**src/rtl/core/hpr2_pkg.sv**
```systemverilog
// ----------------------------------------------------------------------------
// hpr2_pkg
// Shared types, constants and helpers of the Hermitian packed rank-2 update.
// ----------------------------------------------------------------------------
package hpr2_pkg;

  localparam int DEFAULT_MAX_ORDER = 64;
  localparam int DATA_W            = 32;
  localparam int ORDER_W           = 7;
  localparam int VIDX_W            = 6;
  localparam int CFG_IDX_W         = 2;
  localparam int QUEUE_DEPTH       = 2;
  // Accumulator width: four shifted products plus one Q16.16 term.
  localparam int ACC_W             = 50;

  // Configuration register indexes.
  typedef enum logic [CFG_IDX_W-1:0] {
    CFG_MATRIX_ORDER = 2'd0,
    CFG_UPPER        = 2'd1,
    CFG_ALPHA_RE     = 2'd2,
    CFG_ALPHA_IM     = 2'd3
  } cfg_idx_t;

  // Product schedule of the shared multiplier: column factors, then update.
  typedef enum logic [3:0] {
    MUL_T1R_A = 4'd0,  MUL_T1R_B = 4'd1,  MUL_T1I_A = 4'd2,  MUL_T1I_B = 4'd3,
    MUL_T2R_A = 4'd4,  MUL_T2R_B = 4'd5,  MUL_T2I_A = 4'd6,  MUL_T2I_B = 4'd7,
    MUL_UR_A  = 4'd8,  MUL_UR_B  = 4'd9,  MUL_UR_C  = 4'd10, MUL_UR_D  = 4'd11,
    MUL_UI_A  = 4'd12, MUL_UI_B  = 4'd13, MUL_UI_C  = 4'd14, MUL_UI_D  = 4'd15
  } mul_step_t;

  // Back-end sequencer states.
  typedef enum logic [2:0] {
    S_IDLE, S_CHK, S_TMUL, S_TDRN, S_TSAT, S_UMUL, S_UDRN, S_DONE
  } back_state_t;

  // Fixed part of one queued item; addresses travel beside it.
  typedef struct packed {
    logic                     is_load;
    logic                     diag;
    logic                     last;
    logic signed [DATA_W-1:0] x_re;
    logic signed [DATA_W-1:0] x_im;
    logic signed [DATA_W-1:0] y_re;
    logic signed [DATA_W-1:0] y_im;
    logic signed [DATA_W-1:0] ap_re;
    logic signed [DATA_W-1:0] ap_im;
  } q_data_t;

  // Saturate an accumulator to 32 bits.
  function automatic logic signed [DATA_W-1:0] sat32(input logic signed [ACC_W-1:0] v);
    logic [ACC_W-DATA_W:0] top;
    top = v[ACC_W-1:DATA_W-1];
    if ((&top) || (~|top)) begin
      return v[DATA_W-1:0];
    end else if (v[ACC_W-1]) begin
      return {1'b1, {(DATA_W-1){1'b0}}};
    end else begin
      return {1'b0, {(DATA_W-1){1'b1}}};
    end
  endfunction

endpackage

```
**src/rtl/core/hpr2_queue.sv**
```systemverilog
// ----------------------------------------------------------------------------
// hpr2_queue
// Short FIFO between the front and the back end.
// ----------------------------------------------------------------------------
module hpr2_queue #(
  parameter int W = 8
) (
  input  logic         clk,
  input  logic         rst_n,
  input  logic         push_valid,
  output logic         push_ready,
  input  logic [W-1:0] push_data,
  output logic         pop_valid,
  input  logic         pop,
  output logic [W-1:0] pop_data
);
  import hpr2_pkg::*;

  localparam int PtrW = (QUEUE_DEPTH > 1) ? $clog2(QUEUE_DEPTH) : 1;
  localparam int CntW = $clog2(QUEUE_DEPTH + 1);

  logic [W-1:0]    slot_r [QUEUE_DEPTH];
  logic [PtrW-1:0] wp_r, wp_nxt, rp_r, rp_nxt;
  logic [CntW-1:0] cnt_r, cnt_nxt;
  logic            do_push, do_pop;

  assign push_ready = (cnt_r != CntW'(QUEUE_DEPTH));
  assign pop_valid  = (cnt_r != '0);
  assign pop_data   = slot_r[rp_r];
  assign do_push    = push_valid && push_ready;
  assign do_pop     = pop && pop_valid;

  // Pointer and fill bookkeeping.
  always_comb begin
    wp_nxt  = wp_r;
    rp_nxt  = rp_r;
    cnt_nxt = cnt_r;
    if (do_push) begin
      wp_nxt = (32'(wp_r) == QUEUE_DEPTH - 1) ? '0 : wp_r + PtrW'(1);
    end
    if (do_pop) begin
      rp_nxt = (32'(rp_r) == QUEUE_DEPTH - 1) ? '0 : rp_r + PtrW'(1);
    end
    if (do_push && !do_pop) begin
      cnt_nxt = cnt_r + CntW'(1);
    end else if (do_pop && !do_push) begin
      cnt_nxt = cnt_r - CntW'(1);
    end
  end

  always_ff @(posedge clk) begin
    if (!rst_n) begin
      wp_r  <= '0;
      rp_r  <= '0;
      cnt_r <= '0;
    end else begin
      wp_r  <= wp_nxt;
      rp_r  <= rp_nxt;
      cnt_r <= cnt_nxt;
    end
  end

  // Storage.
  always_ff @(posedge clk) begin
    if (do_push) begin
      slot_r[wp_r] <= push_data;
    end
  end

endmodule

```
**config.mk**
```make
export PLATFORM = sky130hd
export DESIGN_NAME = hpr2_queue
export DESIGN_NICKNAME = d
export VERILOG_FILES = /design/src/rtl/core/hpr2_pkg.sv /design/src/rtl/core/hpr2_queue.sv
export SDC_FILE = /design/constraint.sdc
export NUM_CORES = 1
export LEC_CHECK = 0
export BUFFER_PORTS_ARGS = -buffer_cell sky130_fd_sc_hd__buf_4
export CAP_MARGIN = 15
export CELL_PAD_IN_SITES_DETAIL_PLACEMENT = 0
export CELL_PAD_IN_SITES_GLOBAL_PLACEMENT = 1
export CORE_MARGIN = 4
export CORE_UTILIZATION = 43
export CTS_CLUSTER_DIAMETER = 150
export DETAILED_ROUTE_END_ITERATION = 6
export PLACE_DENSITY = 0.84
export REMOVE_ABC_BUFFERS = 1
export SYNTH_ARGS = -nofsm -noshare
export SYNTH_HDL_FRONTEND = slang
export SYNTH_SLANG_ARGS = --single-unit
```
**constraint.sdc**
```tcl
create_clock -name clk -period 2.3 [get_ports clk]
set_input_delay 0 -clock clk [delete_from_list [all_inputs] [get_ports clk]]
set_output_delay 0 -clock clk [all_outputs]
set_load 0.01 [all_outputs]
```
==> flow_summary.json <==
{
  "critPathRequiredTime_ps": 2530,
  "max_freq_mhz": 633,
  "end_kind": "register",
  "dp_cells": 95,
  "holdCritStartpoint": "pop",
  "post_cts_resized": 0,
  "reg2reg_to": "cnt_r[1]",
  "final_area_sq_um": 1120,
  "p_sw_mw": 0.296,
  "cts_buffers": 3,
  "ant_nets": 0,
  "post-cts-setup-buffers": 0,
  "port_buffers": 21,
  "clockBufferDepth": 2,
  "power_density_nw_per_um2": 939,
  "synthCells": 50,
  "cts_root_buf": "clkbuf_4",
  "place.detailed.hpwl_microns": 877,
  "finalWirelength_microns": 1280,
  "ff2ff_path_depth": 4,
  "clkTransAtPathRegs_ps": 100,
  "cts.sinks": 21,
  "grt_max_degree": 12,
  "reg2reg_slack_ps": 720,
  "ios": 22,
  "start_util": 0.459,
  "track_usage": 0.111,
  "fp.dieH_microns": 51.4,
  "grt_pass1_vias": 504,
  "period_share": 0.686,
  "coreArea_sq_um": 1760,
  "avgSynthCellArea_sq_um": 16.2,
  "diodes": 0,
  "cp_slowest_cell": "or3_1",
  "clkLatencyLatePin_ps": 280,
  "wl_per_cell_microns": 11.8,
  "seqPwrFrac": 0.505,
  "post_route_cells_drive_above_1_share": 0.417,
  "dpl_cell_area_sq_um": 993,
  "swShare": 0.281,
  "syn_area_sq_um": 810,
  "dieArea_sq_um": 2640,
  "htree_levels": 1,
  "hp-class": "in -> reg",
  "ys_ff_latch": 21,
  "power_leakage_nw": 0.448,
  "antenna_found_initial": 0,
  "final_cell_count_no_fill": 109,
  "layout_min_cycle_time_ps": 1580,
  "arrival_ps": 1800,
  "startpoint_type": "register",
  "crit_fanout": 5,
  "first_iter_violations": 4,
  "synth_cell_type_count": 17,
  "area_growth_pct": 38.3,
  "drv_slew": 0,
  "final_core_util": 0.635,
  "setup_viol": 0,
  "max_cap_viol_count": 0,
  "route.detailed.drc": 0,
  "worst_slew_pin_slew_ps": 385,
  "die_w_microns": 51.4,
  "worst_clock_skew_ps": 0.691,
  "critPathTopFamily": "compound AO/OA/AOI/OAI gates",
  "rsz0062_at_grt": "false",
  "ys_seq_area_frac": 0.717,
  "via_per_inst": 4.67,
  "firstDrtPassIters": 4,
  "whs_path_depth": 4,
  "yosys_warnings": 0,
  "crit_buf_inv": 0,
  "path_cells": "o21ai_0 -> ha_1 -> or3_1 -> a21oi_1",
  "ir_drop_uv": 574,
  "min_to": "rp_r",
  "cpPeakStageDelay_ps": 370,
  "path_class": "reg -> reg",
  "vias": 509,
  "place.gp.congestion": 0.639,
  "grt-ovfl-total": 0,
  "cts_tree": "built",
  "fill_cells": 146,
  "final-hold-violation-count": 0,
  "rows": 15,
  "pwr-share-clk": 0.156,
  "p_int_mw": 0.755,
  "timing.setup.tns_ps": 0,
  "r2r_start": "cnt_r[0]",
  "max_slew_margin": 0.743,
  "nNetsFinal": 98,
  "status": "finished, final reports clean",
  "comb_power_share": 0.339,
  "grt_pass1_wl_microns": 2190
}
==> state kept, by name, indices dropped and copies added, names as in the netlist, named ones only <==
name    flops
cnt_r       2
rp_r        1
slot_r     16
wp_r        1
==> routing by layer <==
layer / GRT usage / up-vias / part of all wire
li1: - / 249 / -
met1: 0.144 / 240 / 0.41
met2: 0.172 / 18 / 0.50
met3: 0.0379 / 2 / 0.087
met4: 0.0393 / 0 / 0.0047
met5: 0 / - / 0
==> stage by stage <==
step	hold slack, ps	total power [mW]	setup slack [ps]
floorplan	98.9	0.741	801
global placement	185	0.879	791
detailed placement	187	0.886	764
CTS	144	1.07	733
global route	179	1.13	621
finish	162	1.05	721
==> worst max-delay path by stage <==
stage                           to  slack, ps  startpoint  cells after the start
after global placement    cnt_r[1]        790    cnt_r[0]                      5
final                     cnt_r[1]        720    cnt_r[0]                      4
after global routing      cnt_r[1]        620    cnt_r[0]                      4
after floorplan           cnt_r[1]        800    cnt_r[0]                      5
after CTS                 cnt_r[1]        730    cnt_r[0]                      5
after detailed placement  cnt_r[1]        760    cnt_r[0]                      5
==> cell usage after synthesis <==
cell type | instances | area, sq um
nand3b_1 | 1 | 7.51
a21bo_2 | 1 | 10.0
a21oi_1 | 2 | 10.0
o21ai_0 | 2 | 10.0
and2_1 | 1 | 6.26
inv_1 | 2 | 7.51
xor2_1 | 3 | 26.3
or2_2 | 1 | 6.26
or3_1 | 1 | 6.26
edfxtp_1 | 16 | 480
dfxtp_1 | 5 | 100
ha_1 | 1 | 12.5
nor2_1 | 3 | 11.3
and3_1 | 1 | 6.26
nand2b_4 | 1 | 13.8
mux2_2 | 8 | 90.1
buf_2 | 1 | 5.00
==> kinds of logic (layout without fill, tap and decap cells) <==
kind of cell / after synthesis / after routing / synth area share
multiplexers: 8 / 8 / 0.111
XOR/XNOR: 3 / 3 / 0.0325
AO/OA/AOI/OAI: 5 / 5 / 0.0371
flip-flops: 21 / 21 / 0.717
buffers and inverters: 3 / 37 / 0.0155
adder cells (fa/ha/maj): 1 / 1 / 0.0155
AND/OR/NAND/NOR: 9 / 9 / 0.0711
==> cell usage in the layout, fill, tap and decap left out <==
| cell | synthesis | final |
|---|---|---|
| buf_4 | 0 | 21 |
| edfxtp_1 | 16 | 16 |
| dlygate4sd3_1 | 0 | 10 |
| mux2_2 | 8 | 8 |
| dfxtp_1 | 5 | 5 |
| xor2_1 | 3 | 3 |
| nor2_1 | 3 | 3 |
| clkbuf_4 | 0 | 3 |
| inv_1 | 2 | 2 |
| o21ai_0 | 2 | 2 |
| a21oi_1 | 2 | 2 |
| or2_2 | 1 | 1 |
| nand2b_4 | 1 | 1 |
| and2_1 | 1 | 1 |
| and3_1 | 1 | 1 |
| nand3b_1 | 1 | 1 |
| a21bo_2 | 1 | 1 |
| or3_1 | 1 | 1 |
| ha_1 | 1 | 1 |
| clkbuf_1 | 0 | 1 |
==> final cells by class <==
type	count	area [sq um]	share of cell area
Inverter	2	7.51	0.00670
Multi-Input combinational cell	26	216	0.193
Timing Repair Buffer	31	258	0.230
Tap cell	25	31.3	0.0279
Clock buffer	4	26.3	0.0235
Sequential cell	21	581	0.518
==> power groups by stage <==
stage / Combinational (mW) / Sequential (mW) / Clock [mW]
2_1_floorplan: 0.213 / 0.528 / 0
6_report: 0.356 / 0.531 / 0.164
5_1_grt: 0.394 / 0.542 / 0.190
3_3_place_gp: 0.341 / 0.538 / 0
4_1_cts: 0.361 / 0.532 / 0.172
3_5_place_dp: 0.346 / 0.540 / 0
==> tightest hold or removal path: stages <==
cell and delay (ps):
buf_4 110, o21ai_0 130, xor2_1 100, nor2_1 80
==> timing repair <==
action                                  4_1_cts  5_1_grt
endpoints found under the hold margin        19        0
endpoints found under the setup margin        0        0
hold buffers                                 10        0
(Power assumes the default switching activity.)
