[src/rtl/core/hpr2_pkg.sv]
// ----------------------------------------------------------------------------
// hpr2_pkg
// Shared types, constants and helpers of the Hermitian packed rank-2 update.
// ----------------------------------------------------------------------------
package hpr2_pkg;

  localparam int DEFAULT_MAX_ORDER = 64;
  localparam int DATA_W            = 32;
  localparam int ORDER_W           = 7;
  localparam int VIDX_W            = 6;
  localparam int CFG_IDX_W         = 2;
  localparam int QUEUE_DEPTH       = 2;
  // Accumulator width: four shifted products plus one Q16.16 term.
  localparam int ACC_W             = 50;

  // Configuration register indexes.
  typedef enum logic [CFG_IDX_W-1:0] {
    CFG_MATRIX_ORDER = 2'd0,
    CFG_UPPER        = 2'd1,
    CFG_ALPHA_RE     = 2'd2,
    CFG_ALPHA_IM     = 2'd3
  } cfg_idx_t;

  // Product schedule of the shared multiplier: column factors, then update.
  typedef enum logic [3:0] {
    MUL_T1R_A = 4'd0,  MUL_T1R_B = 4'd1,  MUL_T1I_A = 4'd2,  MUL_T1I_B = 4'd3,
    MUL_T2R_A = 4'd4,  MUL_T2R_B = 4'd5,  MUL_T2I_A = 4'd6,  MUL_T2I_B = 4'd7,
    MUL_UR_A  = 4'd8,  MUL_UR_B  = 4'd9,  MUL_UR_C  = 4'd10, MUL_UR_D  = 4'd11,
    MUL_UI_A  = 4'd12, MUL_UI_B  = 4'd13, MUL_UI_C  = 4'd14, MUL_UI_D  = 4'd15
  } mul_step_t;

  // Back-end sequencer states.
  typedef enum logic [2:0] {
    S_IDLE, S_CHK, S_TMUL, S_TDRN, S_TSAT, S_UMUL, S_UDRN, S_DONE
  } back_state_t;

  // Fixed part of one queued item; addresses travel beside it.
  typedef struct packed {
    logic                     is_load;
    logic                     diag;
    logic                     last;
    logic signed [DATA_W-1:0] x_re;
    logic signed [DATA_W-1:0] x_im;
    logic signed [DATA_W-1:0] y_re;
    logic signed [DATA_W-1:0] y_im;
    logic signed [DATA_W-1:0] ap_re;
    logic signed [DATA_W-1:0] ap_im;
  } q_data_t;

  // Saturate an accumulator to 32 bits.
  function automatic logic signed [DATA_W-1:0] sat32(input logic signed [ACC_W-1:0] v);
    logic [ACC_W-DATA_W:0] top;
    top = v[ACC_W-1:DATA_W-1];
    if ((&top) || (~|top)) begin
      return v[DATA_W-1:0];
    end else if (v[ACC_W-1]) begin
      return {1'b1, {(DATA_W-1){1'b0}}};
    end else begin
      return {1'b0, {(DATA_W-1){1'b1}}};
    end
  endfunction

endpackage

[src/rtl/core/hpr2_front.sv]
// ----------------------------------------------------------------------------
// hpr2_front
// Accepts items, tracks the packed position and builds queue entries.
// ----------------------------------------------------------------------------
module hpr2_front #(
  parameter  int MAX_ORDER = hpr2_pkg::DEFAULT_MAX_ORDER,
  localparam int IdxW = (MAX_ORDER > 1) ? $clog2(MAX_ORDER) : 1
) (
  input  logic                                 clk,
  input  logic                                 rst_n,
  input  logic                                 in_valid,
  output logic                                 in_ready,
  input  logic                                 in_mode,
  input  logic [hpr2_pkg::VIDX_W-1:0]          in_vec_index,
  input  logic signed [hpr2_pkg::DATA_W-1:0]   in_x_real,
  input  logic signed [hpr2_pkg::DATA_W-1:0]   in_x_imag,
  input  logic signed [hpr2_pkg::DATA_W-1:0]   in_y_real,
  input  logic signed [hpr2_pkg::DATA_W-1:0]   in_y_imag,
  input  logic signed [hpr2_pkg::DATA_W-1:0]   in_ap_real,
  input  logic signed [hpr2_pkg::DATA_W-1:0]   in_ap_imag,
  input  logic [hpr2_pkg::ORDER_W-1:0]         matrix_order,
  input  logic                                 upper_triangle,
  input  logic                                 restart,
  output logic                                 push_valid,
  input  logic                                 push_ready,
  output hpr2_pkg::q_data_t                    push_data,
  output logic [IdxW-1:0]                      push_addr_a,
  output logic [IdxW-1:0]                      push_addr_b
);
  import hpr2_pkg::*;

  localparam int OrdW = $clog2(MAX_ORDER + 1);

  logic [IdxW-1:0] col_r, col_nxt;
  logic [IdxW-1:0] row_r, row_nxt;
  logic [OrdW-1:0] n_eff, j_cur, i_cur, j_adv, i_adv;
  logic            accept, advance;

  // Effective order: zero acts as one, large values clamp to the store depth.
  always_comb begin
    if (matrix_order == '0) begin
      n_eff = OrdW'(1);
    end else if (32'(matrix_order) > 32'(MAX_ORDER)) begin
      n_eff = OrdW'(MAX_ORDER);
    end else begin
      n_eff = OrdW'(matrix_order);
    end
  end

  // Current position, clamped, and the position of the following element.
  always_comb begin
    j_cur = (OrdW'(col_r) >= n_eff) ? '0 : OrdW'(col_r);
    i_cur = (OrdW'(row_r) >= n_eff) ? j_cur : OrdW'(row_r);
    i_adv = i_cur;
    j_adv = j_cur;
    if (upper_triangle) begin
      if (i_cur < j_cur) begin
        i_adv = i_cur + OrdW'(1);
      end else begin
        i_adv = '0;
        j_adv = ((j_cur + OrdW'(1)) >= n_eff) ? '0 : j_cur + OrdW'(1);
      end
    end else begin
      if ((i_cur + OrdW'(1)) < n_eff) begin
        i_adv = i_cur + OrdW'(1);
      end else begin
        j_adv = ((j_cur + OrdW'(1)) >= n_eff) ? '0 : j_cur + OrdW'(1);
        i_adv = j_adv;
      end
    end
  end

  // Handshake: an out-of-range load is accepted and dropped.
  assign in_ready   = push_ready;
  assign accept     = in_valid && push_ready;
  assign push_valid = in_valid && (in_mode || (32'(in_vec_index) < 32'(MAX_ORDER)));
  assign advance    = accept && in_mode;

  // Entry contents.
  always_comb begin
    push_data.is_load = !in_mode;
    push_data.diag    = (i_cur == j_cur);
    push_data.last    = (i_cur == n_eff - OrdW'(1)) && (j_cur == n_eff - OrdW'(1));
    push_data.x_re    = in_x_real;
    push_data.x_im    = in_x_imag;
    push_data.y_re    = in_y_real;
    push_data.y_im    = in_y_imag;
    push_data.ap_re   = in_ap_real;
    push_data.ap_im   = in_ap_imag;
    if (in_mode) begin
      push_addr_a = IdxW'(j_cur);
      push_addr_b = IdxW'(i_cur);
    end else begin
      push_addr_a = IdxW'(in_vec_index);
      push_addr_b = IdxW'(in_vec_index);
    end
  end

  // Position counters; a shape write restarts the traversal.
  always_comb begin
    col_nxt = col_r;
    row_nxt = row_r;
    if (restart) begin
      col_nxt = '0;
      row_nxt = '0;
    end else if (advance) begin
      col_nxt = IdxW'(j_adv);
      row_nxt = IdxW'(i_adv);
    end
  end

  always_ff @(posedge clk) begin
    if (!rst_n) begin
      col_r <= '0;
      row_r <= '0;
    end else begin
      col_r <= col_nxt;
      row_r <= row_nxt;
    end
  end

endmodule

[config.mk]
export PLATFORM = sky130hd
export DESIGN_NAME = hpr2_front
export DESIGN_NICKNAME = d
export VERILOG_FILES = /design/src/rtl/core/hpr2_pkg.sv /design/src/rtl/core/hpr2_front.sv
export SDC_FILE = /design/constraint.sdc
export NUM_CORES = 1
export LEC_CHECK = 0
export BUFFER_PORTS_ARGS = -buffer_cell sky130_fd_sc_hd__buf_2
export CAP_MARGIN = 20
export CORE_AREA = 2 2 162 164
export CTS_BUF_LIST = sky130_fd_sc_hd__clkbuf_8
export DETAILED_ROUTE_END_ITERATION = 16
export DIE_AREA = 0 0 164 166
export GPL_TIMING_DRIVEN = 0
export PLACE_DENSITY = 0.43
export SLEW_MARGIN = 20
export SYNTH_ARGS = -nofsm -noshare
export SYNTH_HDL_FRONTEND = slang
export SYNTH_SLANG_ARGS = --single-unit
[constraint.sdc]
create_clock -name clk -period 7.4 [get_ports clk]
set_input_delay 1.48 -clock clk [delete_from_list [all_inputs] [get_ports clk]]
set_output_delay 1.48 -clock clk [all_outputs]
set_load 0.02 [all_outputs]
==> flow_summary_export.csv, run 1 <==
group,metric,value,unit
clock_tree,clock_sinks,12,
clock_tree,postCtsHoldBufs,0,
critical_path,regToRegSetupSlack,2.14,ns
logic_synthesis,postSynthCellCount,480,
worst_hold_path,hold_class,"reg -> reg",
detailed_routing,vias_per_cell,3.767,
timing,max_freq,142.0,MHz
logic_synthesis,dominantRegCellSynth,"dfxtp_1",
layout,final-seq-area,240.2,µm²
power,vdd_drop_max,0.03593,mV
timing,fin_crit_sh,0.9519,
power,powerDensity,81.31,nW/µm²
layout,fin_area,5349,µm²
detailed_routing,routed_wl,13610,µm
floorplanning,floorplan.initialDensity,0.1458,
layout,syn2layout_area_growth,43.26,%
place,dp_hpwl,11780,µm
critical_path,crit_path_top_delay_cell,"or4_1",
logic_synthesis,ys_types,74,
global_routing,grtUsageTotal,0.09029,
timing,rsz0062_at_grt,"false",
detailed_routing,wl_per_cell,13.02,µm
timing,maxSlewViolCount,0,
floorplanning,die_w,164,µm
timing,worst_pin_slew,0.6669,ns
timing,fin_crit,7.044,ns
detailed_routing,drc_errors,0,
timing,hold_viol,0,
logic_synthesis,synth-edff-count,0,
clock_tree,cts_tree,"yes",
floorplanning,rows,59,
critical_path,cp.buffers_inverters,3,
floorplanning,core-area,25620,µm²
logic_synthesis,yosysSeqAreaShare,0.06434,
clock_tree,path_clk_slew,0.06,ns
detailed_routing,vias,3937,
layout,nets,957,
clock_tree,cts_setup_buffers,0,
run,cap_violations,0,
detailed_routing,drtAntennaViolNets,0,
floorplanning,die_area,27220,µm²
outcome,outcome,"completed",
critical_path,worst-path-max-fanout,7,
detailed_routing,drt_iter0_drc,159,
clock_tree,h-tree-depth,1,
logic_synthesis,synth_nets,726,
logic_synthesis,syn_avg_cell_area,7.778,µm²
global_routing,grt_pass1_vias,3429,
critical_path,cp.required,5.92,ns
power,fin_total_pwr,0.0004349,W
global_routing,grt_overflow_total,0,
floorplanning,num_io_pins,421,
timing,relSlewSlack,0.5427,
critical_path,path_class,"in -> out",
power,leakage,2.814,nW
global_routing,grt_max_degree,12,
critical_path,slowest_delay,0.54,ns
critical_path,critical_path.top_delay_family,"simple AND/OR/NAND/NOR gates",
layout,fillCellCount,2857,
layout,n_antenna_cell,0,
clock_tree,clock_latency,0.25,ns
layout,drive_above_1_share,0.6479,
layout,multiInputGateArea,1917,µm²
critical_path,critPathCaptureType,"output port",
critical_path,arrival,5.56,ns
global_routing,grt_pass1_wl,19170,µm
clock_tree,root_buffer,"clkbuf_8",
place,place_area,5284,µm²
logic_synthesis,netlist_area,3734,µm²
critical_path,start_kind,"primary input",
critical_path,path_cells,"buf_2, or4_1, nor2_1, nor2_1, nor2_2, ha_1, nand2b_4, a211o_4, a21o_2, nor2_4, mux2i_1, inv_1, ha_1, nand2_1, or4_1, nor4_1, buf_2",
detailed_routing,dr.pass1.iters,4,
timing,setup_violations,0,
global_routing,antenna_found_initial,0,
logic_synthesis,async_flop_share,0,
logic_synthesis,yosysWarnings,0,
place,portBuffers,226,
timing,fin_skew,0.004969,ns
place,place_congestion,0.8032,
logic_synthesis,ys_seq_elements,12,
clock_tree,numCtsBuffers,3,
floorplanning,die_h,166,µm
clock_tree,cts_buffer_depth,2,
timing,fin_tns_setup,0,ns
-- per-stage QoR --
stage                       util  hold WS, ns  setup slack, ns  std cells
after global routing      0.2088       0.6422          0.04097       1045
after CTS                 0.2085       0.6090          0.02504       1045
after global placement    0.2063       0.5960          -0.1603       1041
after floorplan                -       0.5012           0.6091        480
after detailed placement  0.2063       0.5989          -0.1945       1041
final                     0.2088       0.6032           0.3562       1045
-- worst register-to-register path: stages, from the launching register on --
cell and delay (ns):
dfxtp_1 0.44, inv_1 0.18, ha_1 0.32, nand2b_4 0.14, a211o_4 0.39, a21oi_4 0.34, nand2_1 0.21, o21ai_0 0.53
ha_1 0.33, nor3b_1 0.25, xnor2_1 0.16, ha_1 0.24, or3_1 0.39, o221ai_1 0.29, a21oi_2 0.20, nor4_1 0.45
a211o_1 0.19, o211ai_1 0.08
-- where the power goes --
group / switching [W] / leakage, nW / internal [W]
logic: 0.000161 / 2.69 / 0.000135
registers: 0.000000974 / 0.0968 / 0.0000652
clock network: 0.0000260 / 0.0288 / 0.0000471
total: 0.000188 / 2.81 / 0.000247
-- registers in the layout, indices dropped and copies added (netlist names) --
register  count
col_r         6
row_r         6
-- synthesized netlist by cell type, types with 4 or more instances --
cell type | number | area share
xnor2_1 | 14 | 0.033
ha_1 | 34 | 0.11
nand3_1 | 10 | 0.013
nor3_1 | 5 | 0.0067
dfxtp_1 | 12 | 0.064
nor2_1 | 20 | 0.020
a211oi_1 | 5 | 0.010
a21oi_1 | 23 | 0.031
a21o_1 | 4 | 0.0080
nand4_1 | 4 | 0.0067
a31oi_1 | 4 | 0.0067
mux2_2 | 6 | 0.018
nand2_1 | 24 | 0.024
o211ai_1 | 4 | 0.0080
nor4_1 | 4 | 0.0067
inv_1 | 18 | 0.018
buf_4 | 194 | 0.39
o21ai_0 | 16 | 0.021
-- worst paths after layout --
path,cells after the start,to,start
max,17,push_data[192],matrix_order[2]
min,2,row_r[0],row_r[0]
max reg2reg,17,col_r[2],col_r[0]
min reg2reg,2,row_r[0],row_r[0]
-- placed cells by master, fill, tap and decap left out, types with 3 or more instances in the layout --
cell / Yosys / layout
nor2b_1: 3 / 3
a31oi_1: 4 / 4
o211ai_1: 4 / 4
buf_2: 2 / 228
nand2b_1: 3 / 3
o21ai_0: 16 / 16
nor4_1: 4 / 4
nand4_1: 4 / 4
nand3_1: 10 / 10
a21oi_1: 23 / 23
o21bai_1: 3 / 3
a211oi_1: 5 / 5
a21o_1: 4 / 4
clkbuf_8: 0 / 4
o21a_1: 3 / 3
xnor2_1: 14 / 14
inv_1: 18 / 18
nor3_1: 5 / 5
nor2_1: 20 / 18
or4_1: 3 / 3
nand2_1: 24 / 24
ha_1: 34 / 34
buf_4: 194 / 194
dfxtp_1: 12 / 12
mux2_2: 6 / 6
nor2_2: 2 / 3
-- routing by layer --
metal	routed length, µm	vias to the layer above	share of wire	global-route usage
met5	0	-	0	0
met4	242	0	0.018	0.02326
met3	1115	12	0.082	0.009491
met2	7266	255	0.53	0.1774
met1	4987	1739	0.37	0.1012
li1	-	1931	-	-
-- what timing repair did --
item,4_1_cts,5_1_grt
hold endpoints to repair,0,0
resized for setup,1,2
endpoints found under the setup margin,1,8
-- cell families (layout without fill, tap and decap cells) --
group,Yosys count,after routing,synth area share
muxes,10,10,0.03351
xor gates and xnor gates,16,16,0.03955
and+or+nand+nor,93,93,0.1347
adders and majority gates,34,34,0.1139
DFF,12,12,0.06434
AOI/OAI and AO/OA,94,94,0.1890
buffers and inverters,221,451,0.4249
-- cell type report --
cell class	count	share of cell area
Timing Repair Buffer	226	0.2115
Sequential cell	12	0.04491
Buffer	203	0.2840
Multi-Input combinational cell	247	0.3584
Clock buffer	4	0.01029
Tap cell	335	0.07836
Inverter	18	0.01263
Power figures use the tool's default switching activity.
==> inputs of run 2 (changes only) <==
--- a/config.mk
+++ b/config.mk
@@ -6,13 +6,13 @@
 export NUM_CORES = 1
 export LEC_CHECK = 0
 export BUFFER_PORTS_ARGS = -buffer_cell sky130_fd_sc_hd__buf_2
-export CAP_MARGIN = 20
+export CAP_MARGIN = 5
 export CORE_AREA = 2 2 162 164
 export CTS_BUF_LIST = sky130_fd_sc_hd__clkbuf_8
 export DETAILED_ROUTE_END_ITERATION = 16
 export DIE_AREA = 0 0 164 166
 export GPL_TIMING_DRIVEN = 0
-export PLACE_DENSITY = 0.43
+export PLACE_DENSITY_LB_ADDON = 0.05
 export SLEW_MARGIN = 20
 export SYNTH_ARGS = -nofsm -noshare
 export SYNTH_HDL_FRONTEND = slang
==> run 2 against run 1 <==
  * Critical path depth shrank 1
  * Routed wire length grew 8.3%
  * Hold slack gained 0.0093 ns
  * Sequential power is essentially flat
  * Final area grew 0.16%
  * Core utilization is essentially flat
  * Sequential share of layout area is essentially flat
  * Worst setup slack gained 0.072 ns
  * Largest power group unchanged
  * Flip-flop and latch count is the same
  * Clock power is essentially flat
==> flow_summary_export.csv, run 2 (synthesized netlist as in run 1, its figures left out) <==
group,metric,value,unit
clock_tree,cts_tree,"yes",
floorplanning,rows,59,
layout,stdcell_count,1045,
timing,hold_viol,0,
timing,relSlewSlack,0.5191,
clock_tree,clock_latency,0.24,ns
clock_tree,path_clk_slew,0.05,ns
critical_path,regToRegSetupSlack,2.27,ns
clock_tree,clock_sinks,12,
layout,fillCellCount,2882,
place,placed_cells_incl_taps,1041,
global_routing,antenna_found_initial,0,
critical_path,r2r_cells,17,
detailed_routing,routed_wl,14730,µm
layout,final_common_cell,"buf_2",
floorplanning,core-area,25620,µm²
worst_hold_path,hold_class,"reg -> reg",
layout,syn2layout_area_growth,43.50,%
timing,maxSlewViolCount,0,
power,powerDensity,81.34,nW/µm²
floorplanning,floorplan.initialDensity,0.1458,
floorplanning,die_area,27220,µm²
clock_tree,h-tree-depth,1,
detailed_routing,drtAntennaViolNets,0,
clock_tree,numCtsBuffers,3,
clock_tree,cts_buffer_depth,2,
global_routing,grt_max_degree,12,
timing,worst_pin_slew,0.7012,ns
power,fin_total_pwr,0.0004358,W
floorplanning,num_io_pins,421,
clock_tree,cts_setup_buffers,0,
timing,setup_violations,0,
layout,layout_common_cells,"buf_2, buf_4, ha_1",
place,place_congestion,0.7712,
layout,nets,957,
layout,largest_registers,"col_r (6), row_r (6)",
timing,fin_skew,0.005955,ns
critical_path,endpoint,"push_data[192]",
floorplanning,die_h,166,µm
timing,holdWs,0.6125,ns
detailed_routing,vias_per_cell,3.782,
timing,fin_crit_sh,0.9421,
critical_path,timing.rr.end,"col_r[2]",
layout,drive_above_1_share,0.6493,
global_routing,grt_pass1_vias,3577,
clock_tree,postCtsHoldBufs,0,
timing,fin_tns_setup,0,ns
worst_hold_path,hp-start,"col_r[5]",
critical_path,path_class,"in -> out",
critical_path,critPathCaptureType,"output port",
critical_path,arrival,5.49,ns
layout,final-seq-area,240.2,µm²
critical_path,timing.rr.start,"col_r[0]",
detailed_routing,drc_errors,0,
power,leakage,2.815,nW
clock_tree,root_buffer,"clkbuf_8",
floorplanning,die_w,164,µm
layout,n_antenna_cell,0,
detailed_routing,wl_per_cell,14.10,µm
detailed_routing,dr.pass1.iters,4,
power,vdd_drop_max,0.04763,mV
critical_path,crit_start,"matrix_order[6]",
critical_path,start_kind,"primary input",
global_routing,grt_overflow_total,0,
detailed_routing,drt_iter0_drc,182,
critical_path,cp.required,5.92,ns
run,cap_violations,0,
global_routing,grtUsageTotal,0.09887,
timing,fin_crit,6.972,ns
place,dp_hpwl,12860,µm
layout,multiInputGateArea,1926,µm²
global_routing,grt_pass1_wl,20780,µm
outcome,outcome,"completed",
timing,rsz0062_at_grt,"false",
place,portBuffers,226,
critical_path,worst-path-max-fanout,11,
detailed_routing,vias,3952,
timing,max_freq,143.4,MHz
[run 2: worst min-delay path by stage]
stage	to	cells past startpoint
4_1_cts	row_r[0]	2
5_1_grt	row_r[0]	2
6_report	col_r[5]	2
3_3_place_gp	row_r[0]	2
2_1_floorplan	col_r[1]	2
3_5_place_dp	row_r[0]	2
[run 2: stage by stage]
stage	util	worst slack [ns]	instance area, µm²
2_1_floorplan	-	0.6091	3734
3_3_place_gp	0.2063	-0.4496	5284
3_5_place_dp	0.2063	-0.4322	5284
4_1_cts	0.2086	0.01202	5344
5_1_grt	0.2092	0.1313	5358
6_report	0.2092	0.4282	5358
[run 2: worst max-delay path, stage by stage]
cell and delay, ns:
buf_2 0.18, inv_1 0.08, buf_2 0.28, nand2_1 0.36, ha_1 0.42, nand4b_1 0.14, nor2_4 0.27, a21o_2 0.32
nor2_4 0.11, mux2i_2 0.31, inv_1 0.11, ha_1 0.32, nand2_1 0.07, or4_1 0.48, nor4_1 0.32, buf_2 0.23
[run 2: layer usage]
layer,track usage,vias to the layer above,part of all wire
met2,0.2022,226,0.56
met5,0,-,0
met1,0.1088,1785,0.36
met3,0.008991,8,0.070
li1,-,1933,-
met4,0.01602,0,0.0094
[run 2: repair_timing]
action / in CTS / in global routing
resized for setup: 2 / 5
cloned: 0 / 0
setup endpoints to repair: 8 / 8
[run 2: power by group]
group	switching, W	total (W)	internal [W]
registers	0.00000116	0.0000664	0.0000652
clock network	0.0000263	0.0000733	0.0000471
logic	0.000161	0.000296	0.000135
total	0.000189	0.000436	0.000247
[run 2: final cells by class]
cell class	instances	share of cell area
plain buffers	203	0.2835
repair buffers	226	0.2111
flip-flops and latches	12	0.04484
multi-input cells	247	0.3594
clock buffers	4	0.01028
inverters	18	0.01261
well taps	335	0.07823
